==> src/rtl/qtt_pkg.sv <==
// Shared types, codes and character classes for the query text tokenizer.
package qtt_pkg;

    // Width of the positions carried in result words.
    localparam int TOKEN_POS_BITS = 16;

    // Default width of the running text position.
    localparam int POSITION_BITS_DEFAULT = 16;

    // Result queue depth; an end marker can push two words at once.
    localparam int FIFO_DEPTH = 4;
    localparam int FIFO_PTR_BITS = $clog2(FIFO_DEPTH);
    localparam int FIFO_CNT_BITS = $clog2(FIFO_DEPTH + 1);

    // Token kinds, with a code for no pending token.
    typedef enum logic [3:0] {
        KIND_INVALID = 4'd0,
        KIND_LPAREN  = 4'd1,
        KIND_RPAREN  = 4'd2,
        KIND_EQUALS  = 4'd3,
        KIND_GLOB    = 4'd4,
        KIND_DGLOB   = 4'd5,
        KIND_COLON   = 4'd6,
        KIND_DCOLON  = 4'd7,
        KIND_AND     = 4'd8,
        KIND_OR      = 4'd9,
        KIND_LITERAL = 4'd10,
        KIND_REGEX   = 4'd11,
        KIND_END     = 4'd12,
        KIND_NONE    = 4'd15
    } kind_t;

    // Character codes.
    localparam logic [7:0] CH_SLASH  = 8'h2F;
    localparam logic [7:0] CH_COLON  = 8'h3A;
    localparam logic [7:0] CH_STAR   = 8'h2A;
    localparam logic [7:0] CH_UNDER  = 8'h5F;
    localparam logic [7:0] CH_LPAREN = 8'h28;
    localparam logic [7:0] CH_RPAREN = 8'h29;
    localparam logic [7:0] CH_EQUALS = 8'h3D;
    localparam logic [7:0] CH_AMP    = 8'h26;
    localparam logic [7:0] CH_PIPE   = 8'h7C;
    localparam logic [7:0] CH_SPACE  = 8'h20;
    localparam logic [7:0] CH_TAB    = 8'h09;
    localparam logic [7:0] CH_CR     = 8'h0D;
    localparam logic [7:0] CH_LF     = 8'h0A;
    localparam logic [7:0] CH_LOW_A  = 8'h61;
    localparam logic [7:0] CH_LOW_Z  = 8'h7A;
    localparam logic [7:0] CH_UP_A   = 8'h41;
    localparam logic [7:0] CH_UP_Z   = 8'h5A;
    localparam logic [7:0] CH_DIG_0  = 8'h30;
    localparam logic [7:0] CH_DIG_9  = 8'h39;

    // One result word.
    typedef struct packed {
        kind_t                      kind;
        logic [TOKEN_POS_BITS-1:0]  start_pos;
        logic [TOKEN_POS_BITS-1:0]  end_pos;
        logic                       last;
        logic                       overflow;
    } token_t;

    // Words produced by one processed item, in order.
    typedef struct packed {
        logic [1:0] count;
        token_t     first;
        token_t     second;
    } push_t;

    // Letters, digits and underscore continue a literal.
    function automatic logic is_word(input logic [7:0] c);
        is_word = (c >= CH_LOW_A && c <= CH_LOW_Z) || (c >= CH_UP_A && c <= CH_UP_Z) ||
                  (c >= CH_DIG_0 && c <= CH_DIG_9) || (c == CH_UNDER);
    endfunction

    function automatic logic is_space(input logic [7:0] c);
        is_space = (c == CH_SPACE) || (c == CH_TAB) || (c == CH_CR) || (c == CH_LF);
    endfunction

    // Kind of the token that a character opens.
    function automatic kind_t classify(input logic [7:0] c);
        kind_t k;
        if (c == CH_LPAREN)      k = KIND_LPAREN;
        else if (c == CH_RPAREN) k = KIND_RPAREN;
        else if (c == CH_EQUALS) k = KIND_EQUALS;
        else if (c == CH_STAR)   k = KIND_GLOB;
        else if (c == CH_COLON)  k = KIND_COLON;
        else if (c == CH_AMP)    k = KIND_AND;
        else if (c == CH_PIPE)   k = KIND_OR;
        else if (is_word(c))     k = KIND_LITERAL;
        else if (c == CH_SLASH)  k = KIND_REGEX;
        else                     k = KIND_INVALID;
        classify = k;
    endfunction

endpackage

==> src/rtl/qtt_lexer.sv <==
// Input register, scanner state and the single-pass token logic.
module qtt_lexer
    import qtt_pkg::*;
#(
    parameter int POSITION_BITS = POSITION_BITS_DEFAULT
)
(
    input  logic        clk,
    input  logic        rst_n,
    input  logic        in_valid,
    output logic        in_stall,
    input  logic        action,
    input  logic [7:0]  char_code,
    input  logic        room,
    output push_t       push
);

    logic                      valid_reg, valid_next;
    logic                      action_reg;
    logic [7:0]                char_reg;
    kind_t                     pending_kind_reg, pending_kind_next;
    logic [POSITION_BITS-1:0]  pos_reg, pos_next;
    logic [POSITION_BITS-1:0]  start_reg, start_next;
    logic                      rclosed_reg, rclosed_next;
    logic                      ovf_reg, ovf_next;
    logic                      fire;
    logic                      accept;
    logic                      absorbed;
    kind_t                     kind_mid;
    logic [TOKEN_POS_BITS-1:0] p_tok;
    logic [TOKEN_POS_BITS-1:0] s_tok;

    // The held word is processed once the result queue has room for two.
    assign fire     = valid_reg && room;
    assign in_stall = valid_reg && !room;
    assign accept   = in_valid && !in_stall;
    assign p_tok    = TOKEN_POS_BITS'(pos_reg);
    assign s_tok    = TOKEN_POS_BITS'(start_reg);

    // Input register occupancy.
    always_comb
    begin
        valid_next = valid_reg;
        if (accept)
        begin
            valid_next = 1'b1;
        end
        else if (fire)
        begin
            valid_next = 1'b0;
        end
    end

    // Token logic for the held word.
    always_comb
    begin
        pending_kind_next = pending_kind_reg;
        pos_next          = pos_reg;
        start_next        = start_reg;
        rclosed_next      = rclosed_reg;
        ovf_next          = ovf_reg;
        absorbed          = 1'b0;
        kind_mid          = pending_kind_reg;
        push              = '0;
        push.first.kind   = KIND_END;
        push.second.kind  = KIND_END;

        if (fire)
        begin
            if (action_reg)
            begin
                // End marker closes any pending token, then END follows.
                if (pending_kind_reg != KIND_NONE)
                begin
                    push.count  = 2'd2;
                    push.first  = '{kind: pending_kind_reg, start_pos: s_tok, end_pos: p_tok,
                                    last: 1'b0, overflow: ovf_reg};
                    push.second = '{kind: KIND_END, start_pos: p_tok, end_pos: p_tok,
                                    last: 1'b1, overflow: ovf_reg};
                end
                else
                begin
                    push.count = 2'd1;
                    push.first = '{kind: KIND_END, start_pos: p_tok, end_pos: p_tok,
                                   last: 1'b1, overflow: ovf_reg};
                end
                pending_kind_next = KIND_NONE;
                rclosed_next      = 1'b0;
            end
            else
            begin
                // Does the character extend the pending token?
                unique case (pending_kind_reg)
                    KIND_LITERAL:
                    begin
                        absorbed = is_word(char_reg);
                    end
                    KIND_REGEX:
                    begin
                        if (!rclosed_reg)
                        begin
                            absorbed = 1'b1;
                            if (char_reg == CH_SLASH)
                            begin
                                rclosed_next = 1'b1;
                            end
                        end
                    end
                    KIND_GLOB:
                    begin
                        if (char_reg == CH_STAR)
                        begin
                            kind_mid = KIND_DGLOB;
                            absorbed = 1'b1;
                        end
                    end
                    KIND_COLON:
                    begin
                        if (char_reg == CH_COLON)
                        begin
                            kind_mid = KIND_DCOLON;
                            absorbed = 1'b1;
                        end
                    end
                    default:
                    begin
                        absorbed = 1'b0;
                    end
                endcase
                pending_kind_next = kind_mid;

                // Position advances and saturates at its maximum.
                if (pos_reg == {POSITION_BITS{1'b1}})
                begin
                    ovf_next = 1'b1;
                end
                else
                begin
                    pos_next = pos_reg + {{(POSITION_BITS-1){1'b0}}, 1'b1};
                end

                // Emit the pending token and open the next one, unless the character is a space.
                if (!absorbed)
                begin
                    if (pending_kind_reg != KIND_NONE)
                    begin
                        push.count = 2'd1;
                        push.first = '{kind: pending_kind_reg, start_pos: s_tok,
                                       end_pos: p_tok, last: 1'b1, overflow: ovf_next};
                    end
                    if (is_space(char_reg))
                    begin
                        pending_kind_next = KIND_NONE;
                    end
                    else
                    begin
                        pending_kind_next = classify(char_reg);
                        start_next        = pos_reg;
                        rclosed_next      = 1'b0;
                    end
                end
            end
        end
    end

    // Control and scanner state.
    always_ff @(posedge clk or negedge rst_n)
    begin
        if (!rst_n)
        begin
            valid_reg        <= 1'b0;
            pending_kind_reg <= KIND_NONE;
            pos_reg          <= '0;
            start_reg        <= '0;
            rclosed_reg      <= 1'b0;
            ovf_reg          <= 1'b0;
        end
        else
        begin
            valid_reg        <= valid_next;
            pending_kind_reg <= pending_kind_next;
            pos_reg          <= pos_next;
            start_reg        <= start_next;
            rclosed_reg      <= rclosed_next;
            ovf_reg          <= ovf_next;
        end
    end

    // Input payload register.
    always_ff @(posedge clk)
    begin
        if (accept)
        begin
            action_reg <= action;
            char_reg   <= char_code;
        end
    end

`ifndef ASSERT_OFF
    // An end marker always finishes with an END word.
    a_end_last: assert property (@(posedge clk) disable iff (!rst_n)
        fire && action_reg |-> (push.count == 2'd1 && push.first.kind == KIND_END) ||
                               (push.count == 2'd2 && push.second.kind == KIND_END))
        else $error("end marker did not finish with END");

    // Saturation is sticky until reset.
    a_ovf_sticky: assert property (@(posedge clk) disable iff (!rst_n)
        ovf_reg |=> ovf_reg)
        else $error("overflow flag cleared");

    // A text character never yields more than one word.
    a_char_one: assert property (@(posedge clk) disable iff (!rst_n)
        fire && !action_reg |-> push.count != 2'd2)
        else $error("text character produced two words");
`endif

endmodule

==> src/rtl/qtt_result_fifo.sv <==
// Result queue that takes up to two words per cycle and sends one when out_stall is low.
module qtt_result_fifo
    import qtt_pkg::*;
(
    input  logic   clk,
    input  logic   rst_n,
    input  push_t  push,
    output logic   room,
    output logic   out_valid,
    input  logic   out_stall,
    output token_t head
);

    token_t                    mem [FIFO_DEPTH];
    logic [FIFO_PTR_BITS-1:0]  rd_ptr_reg, rd_ptr_next;
    logic [FIFO_PTR_BITS-1:0]  wr_ptr_reg, wr_ptr_next;
    logic [FIFO_PTR_BITS-1:0]  wr_ptr_inc;
    logic [FIFO_CNT_BITS-1:0]  count_reg, count_next;
    logic                      pop;

    assign out_valid  = (count_reg != '0);
    assign pop        = out_valid && !out_stall;
    assign room       = (count_reg <= FIFO_CNT_BITS'(FIFO_DEPTH - 2));
    assign head       = mem[rd_ptr_reg];
    assign wr_ptr_inc = wr_ptr_reg + {{(FIFO_PTR_BITS-1){1'b0}}, 1'b1};

    // Pointer and occupancy update.
    always_comb
    begin
        rd_ptr_next = pop ? rd_ptr_reg + {{(FIFO_PTR_BITS-1){1'b0}}, 1'b1} : rd_ptr_reg;
        wr_ptr_next = wr_ptr_reg + FIFO_PTR_BITS'(push.count);
        count_next  = count_reg + FIFO_CNT_BITS'(push.count) - FIFO_CNT_BITS'(pop);
    end

    always_ff @(posedge clk or negedge rst_n)
    begin
        if (!rst_n)
        begin
            rd_ptr_reg <= '0;
            wr_ptr_reg <= '0;
            count_reg  <= '0;
        end
        else
        begin
            rd_ptr_reg <= rd_ptr_next;
            wr_ptr_reg <= wr_ptr_next;
            count_reg  <= count_next;
        end
    end

    // Word storage.
    always_ff @(posedge clk)
    begin
        if (push.count != 2'd0)
        begin
            mem[wr_ptr_reg] <= push.first;
        end
        if (push.count == 2'd2)
        begin
            mem[wr_ptr_inc] <= push.second;
        end
    end

`ifndef ASSERT_OFF
    // Words are pushed only when two entries are free.
    a_push_room: assert property (@(posedge clk) disable iff (!rst_n)
        push.count != 2'd0 |-> count_reg <= FIFO_CNT_BITS'(FIFO_DEPTH - 2))
        else $error("push without room");

    // Occupancy never passes the depth.
    a_count_max: assert property (@(posedge clk) disable iff (!rst_n)
        count_reg <= FIFO_CNT_BITS'(FIFO_DEPTH))
        else $error("result queue overrun");

    // A pop with no push lowers the count by one.
    a_count_pop: assert property (@(posedge clk) disable iff (!rst_n)
        pop && push.count == 2'd0 |=> count_reg == $past(count_reg) - 1'b1)
        else $error("count did not follow a pop");
`endif

endmodule

==> src/rtl/query_text_tokenizer.sv <==
// Top level of the query text tokenizer: lexer and result queue.
// Path: an accepted word is held in the lexer input register, then goes to the result queue.
// Throughput: one text character per cycle while the queue has room; an end marker yields
// up to two words, the queue sends one per unstalled cycle, so end markers are paced by it.
// Reset: rst_n clears the scanner state (no pending token, position zero, overflow clear)
// and empties the result queue at once; there is no clearing pass.
module query_text_tokenizer
    import qtt_pkg::*;
#(
    parameter int POSITION_BITS = POSITION_BITS_DEFAULT
)
(
    input  logic                      clk,
    input  logic                      rst_n,
    input  logic                      in_valid,
    output logic                      in_stall,
    input  logic                      action,
    input  logic [7:0]                char_code,
    output logic                      out_valid,
    input  logic                      out_stall,
    output logic [3:0]                token_kind,
    output logic [TOKEN_POS_BITS-1:0] token_start,
    output logic [TOKEN_POS_BITS-1:0] token_end,
    output logic                      last_of_run,
    output logic                      position_overflow
);

    push_t  push;
    logic   room;
    token_t head;

    qtt_lexer #(
        .POSITION_BITS (POSITION_BITS)
    ) u_lexer (
        .clk       (clk),
        .rst_n     (rst_n),
        .in_valid  (in_valid),
        .in_stall  (in_stall),
        .action    (action),
        .char_code (char_code),
        .room      (room),
        .push      (push)
    );

    qtt_result_fifo u_fifo (
        .clk       (clk),
        .rst_n     (rst_n),
        .push      (push),
        .room      (room),
        .out_valid (out_valid),
        .out_stall (out_stall),
        .head      (head)
    );

    // Result word fields.
    assign token_kind        = head.kind;
    assign token_start       = head.start_pos;
    assign token_end         = head.end_pos;
    assign last_of_run       = head.last;
    assign position_overflow = head.overflow;

endmodule
==> config.mk <==
export PLATFORM = sky130hd
export DESIGN_NAME = query_text_tokenizer
export DESIGN_NICKNAME = d
export VERILOG_FILES = /design/src/rtl/qtt_pkg.sv /design/src/rtl/qtt_lexer.sv /design/src/rtl/qtt_result_fifo.sv /design/src/rtl/query_text_tokenizer.sv
export SDC_FILE = /design/constraint.sdc
export NUM_CORES = 1
export LEC_CHECK = 0
export BUFFER_PORTS_ARGS = -buffer_cell sky130_fd_sc_hd__buf_2
export CAP_MARGIN = 5
export CORE_UTILIZATION = 66
export CTS_CLUSTER_DIAMETER = 120
export DETAILED_ROUTE_END_ITERATION = 6
export GPL_TIMING_DRIVEN = 0
export PLACE_DENSITY_LB_ADDON = 0.2
export SLEW_MARGIN = 40
export SYNTH_ARGS = -nofsm -noshare
export SYNTH_HDL_FRONTEND = slang
export SYNTH_SLANG_ARGS = --single-unit
==> constraint.sdc <==
create_clock -name clk -period 9.75 [get_ports clk]
set_clock_uncertainty 0.2 [all_clocks]
set_input_delay 0.975 -clock clk [delete_from_list [all_inputs] [get_ports clk]]
set_output_delay 0.975 -clock clk [all_outputs]
set_load 0.05 [all_outputs]
==> flow_summary.yaml <==
grt:
  grtUsageTotal_pct: 31.4
  antenna_found_initial: 1
  overflow: 0
  first_global_vias: 6767
  grt_max_degree: 47
  grt_pass1_wl_mm: 37.0
cells_and_area:
  largest_register: "u_fifo.mem"
  final_cell_mix: "145 x edfxtp_1, 61 x buf_2, 53 x nand2_1"
  nFillCells: 907
  layout-drive-gt1-share_pct: 25.7
  area_delta_synth_final_pct: 13.4
  final_design_area_no_fill_um2: 11300
  nets: 815
  final_common_cell: "edfxtp_1"
  finish.utilization_pct: 77.1
  largest_reg_flops: 152
  diodes: 0
  fin_cells: 996
routing:
  first_iter_violations: 768
  drt-pass1-iter-count: 7
  via_per_inst: 6.64
  wl_per_cell_um: 23.7
  detail-route-antenna-nets: 0
  vias: 6617
  drc: 12
  wl_mm: 23.6
setup_path:
  cp_max_fo: 10
  start_kind: "flip-flop"
  crit_type: "reg2out"
  crit_chain: "clkbuf_1 > clkbuf_1 > mux4_2 > buf_2"
  end_kind: "output pin"
  crit_arrival_ps: 2740
  crit_top_cell: "clkbuf_1"
  worstPathRequired_ps: 8580
  slowest_stage: "clkbuf_1"
  slowest_delay_ps: 630
power:
  peakVddDrop_v: 0.000207
  fin_total_pwr_mw: 4.10
  total_leakage_power_nw: 4.31
  powerDensity_nw_per_um2: 363
synthesis:
  synth-seq-cells: 207
  ys_warn_count: 0
  synth_cell_type_count: 74
  ys.flop_type: "edfxtp_1"
  synth_area_um2: 9950
  synth_edf_count: 145
  syn_avg_cell_area_um2: 13.9
  synth-async-reset-ratio_pct: 22.2
  synthCells: 718
  ys_seq_area_share_pct: 58.6
  syn-num-nets: 737
placed_design:
  gp_congestion: 0.946
  dp_cells: 956
  dpl_cell_area_um2: 10500
  io_buffers: 52
  hpwl_mm: 15.5
  dp_slack_ps: 6070
clock_tree:
  clockRootBuffer: "clkbuf_16"
  cts_resized: 0
  clkLatencyLatePin_ps: 500
  cts.clk_slew.worst_paths_ps: 60
  cts.path.max_buffers: 3
  cts_hold_buf: 0
  h-tree-depth: 1
  post-cts-setup-buffers: 0
  cts_tree: "done"
  cts_buffers: 22
  clock-sinks: 207
timing:
  timing.fmax_ghz: 0.255
  setup-tns-final_ps: 0
  final.min_clock_period_ps: 3920
  worstMarginPinSlew_ps: 830
  fin_crit_sh_pct: 40.2
  slew_headroom_pct: 44.3
  finalSetupViolCount: 0
  rsz0062_at_grt: "no"
  whs_ps: 261
  setup_slack_ps: 5830
  maxSlewViolCount: 0
  finalHoldViolCount: 0
min_path:
  hold_path.class: "reg2reg"
run_status:
  violations: "design-rule violations"
  outcome: "finished with violations"
die:
  rows: 44
  die_h_um: 125
  dieArea_um2: 15600
  io_pins: 53
  die_x_um: 125
  start_util_pct: 67.9
  core_um2: 14600
job:
  maxCapViolCount: 0
==> cell families (layout without fill, tap and decap cells) <==
group / Yosys count / in the layout / synth area share, %
buffers and inverters: 68 / 162 / 4.23
AND/OR/NAND/NOR: 212 / 212 / 11.9
flip-flops: 207 / 207 / 58.6
adder cells (fa/ha/maj): 6 / 6 / 0.830
AO/OA/AOI/OAI: 135 / 135 / 10.4
XOR/XNOR: 25 / 25 / 2.20
multiplexers: 65 / 65 / 11.8
==> cells in the mapped netlist (13+ instances only) <==
| cell type | n | area share (%) |
|---|---|---|
| nand2_1 | 54 | 2.0 |
| edfxtp_1 | 145 | 44 |
| a22o_1 | 34 | 3.0 |
| a21oi_1 | 21 | 1.1 |
| and2_1 | 47 | 3.0 |
| mux4_2 | 38 | 8.6 |
| a32o_1 | 13 | 1.3 |
| clkbuf_1 | 22 | 0.83 |
| nor2_1 | 24 | 0.91 |
| dfxtp_1 | 16 | 3.2 |
| a21boi_0 | 16 | 1.2 |
| o21ai_0 | 17 | 0.86 |
| xnor2_1 | 17 | 1.5 |
| nand3_1 | 13 | 0.65 |
| dfrtp_1 | 42 | 11 |
==> power breakdown <==
| part | total, mW | leakage (nW) | switching, mW | internal (mW) |
|---|---|---|---|---|
| combinational | 1.85 | 1.81 | 1.28 | 0.574 |
| sequential | 1.38 | 2.11 | 0.105 | 1.28 |
| clock | 0.864 | 0.382 | 0.344 | 0.520 |
| total | 4.10 | 4.31 | 1.73 | 2.37 |
==> worst max-delay path, delay by kind of cell (launching register included) <==
kind	cells	cell delay, ps
flip-flops	1	370
buffers and inverters	3	1410
multiplexers	1	450
==> path summary, 6_finish.rpt <==
kind	to	slack (ps)	start	cells past startpoint
setup / recovery	token_start[3]	5830	u_fifo.rd_ptr_reg[1]	4
hold / removal	u_fifo.mem[1][34]	260	u_fifo.mem[1][34]	2
setup reg to reg	u_fifo.count_reg[2]	5900	u_lexer.pending_kind_reg[3]	13
hold reg to reg	u_fifo.mem[1][34]	260	u_fifo.mem[1][34]	2
max in group asynchronous	u_lexer.p_tok[2]	8610	rst_n	1
min in group asynchronous	u_lexer.p_tok[9]	300	rst_n	1
==> cell type report <==
cell class                      instances  area (um^2)  share of cell area (%)
Sequential cell                       207         5830                    51.7
Clock buffer                           32          691                    6.12
Multi-Input combinational cell        443         3720                    33.0
Clock inverter                          8         72.6                   0.643
Inverter                               12         45.0                   0.399
Buffer                                 56          390                    3.46
Timing Repair Buffer                   54          303                    2.68
Tap cell                              184          230                    2.04
==> layer usage <==
layer | share of wire (%) | vias up | track usage (%)
met5 | 0 | - | 0
met4 | 3.1 | 0 | 11.1
met3 | 8.5 | 65 | 5.28
met2 | 49 | 384 | 52.4
met1 | 39 | 3279 | 41.9
li1 | - | 2889 | -
No activity file was read; power rests on OpenSTA's default activity.
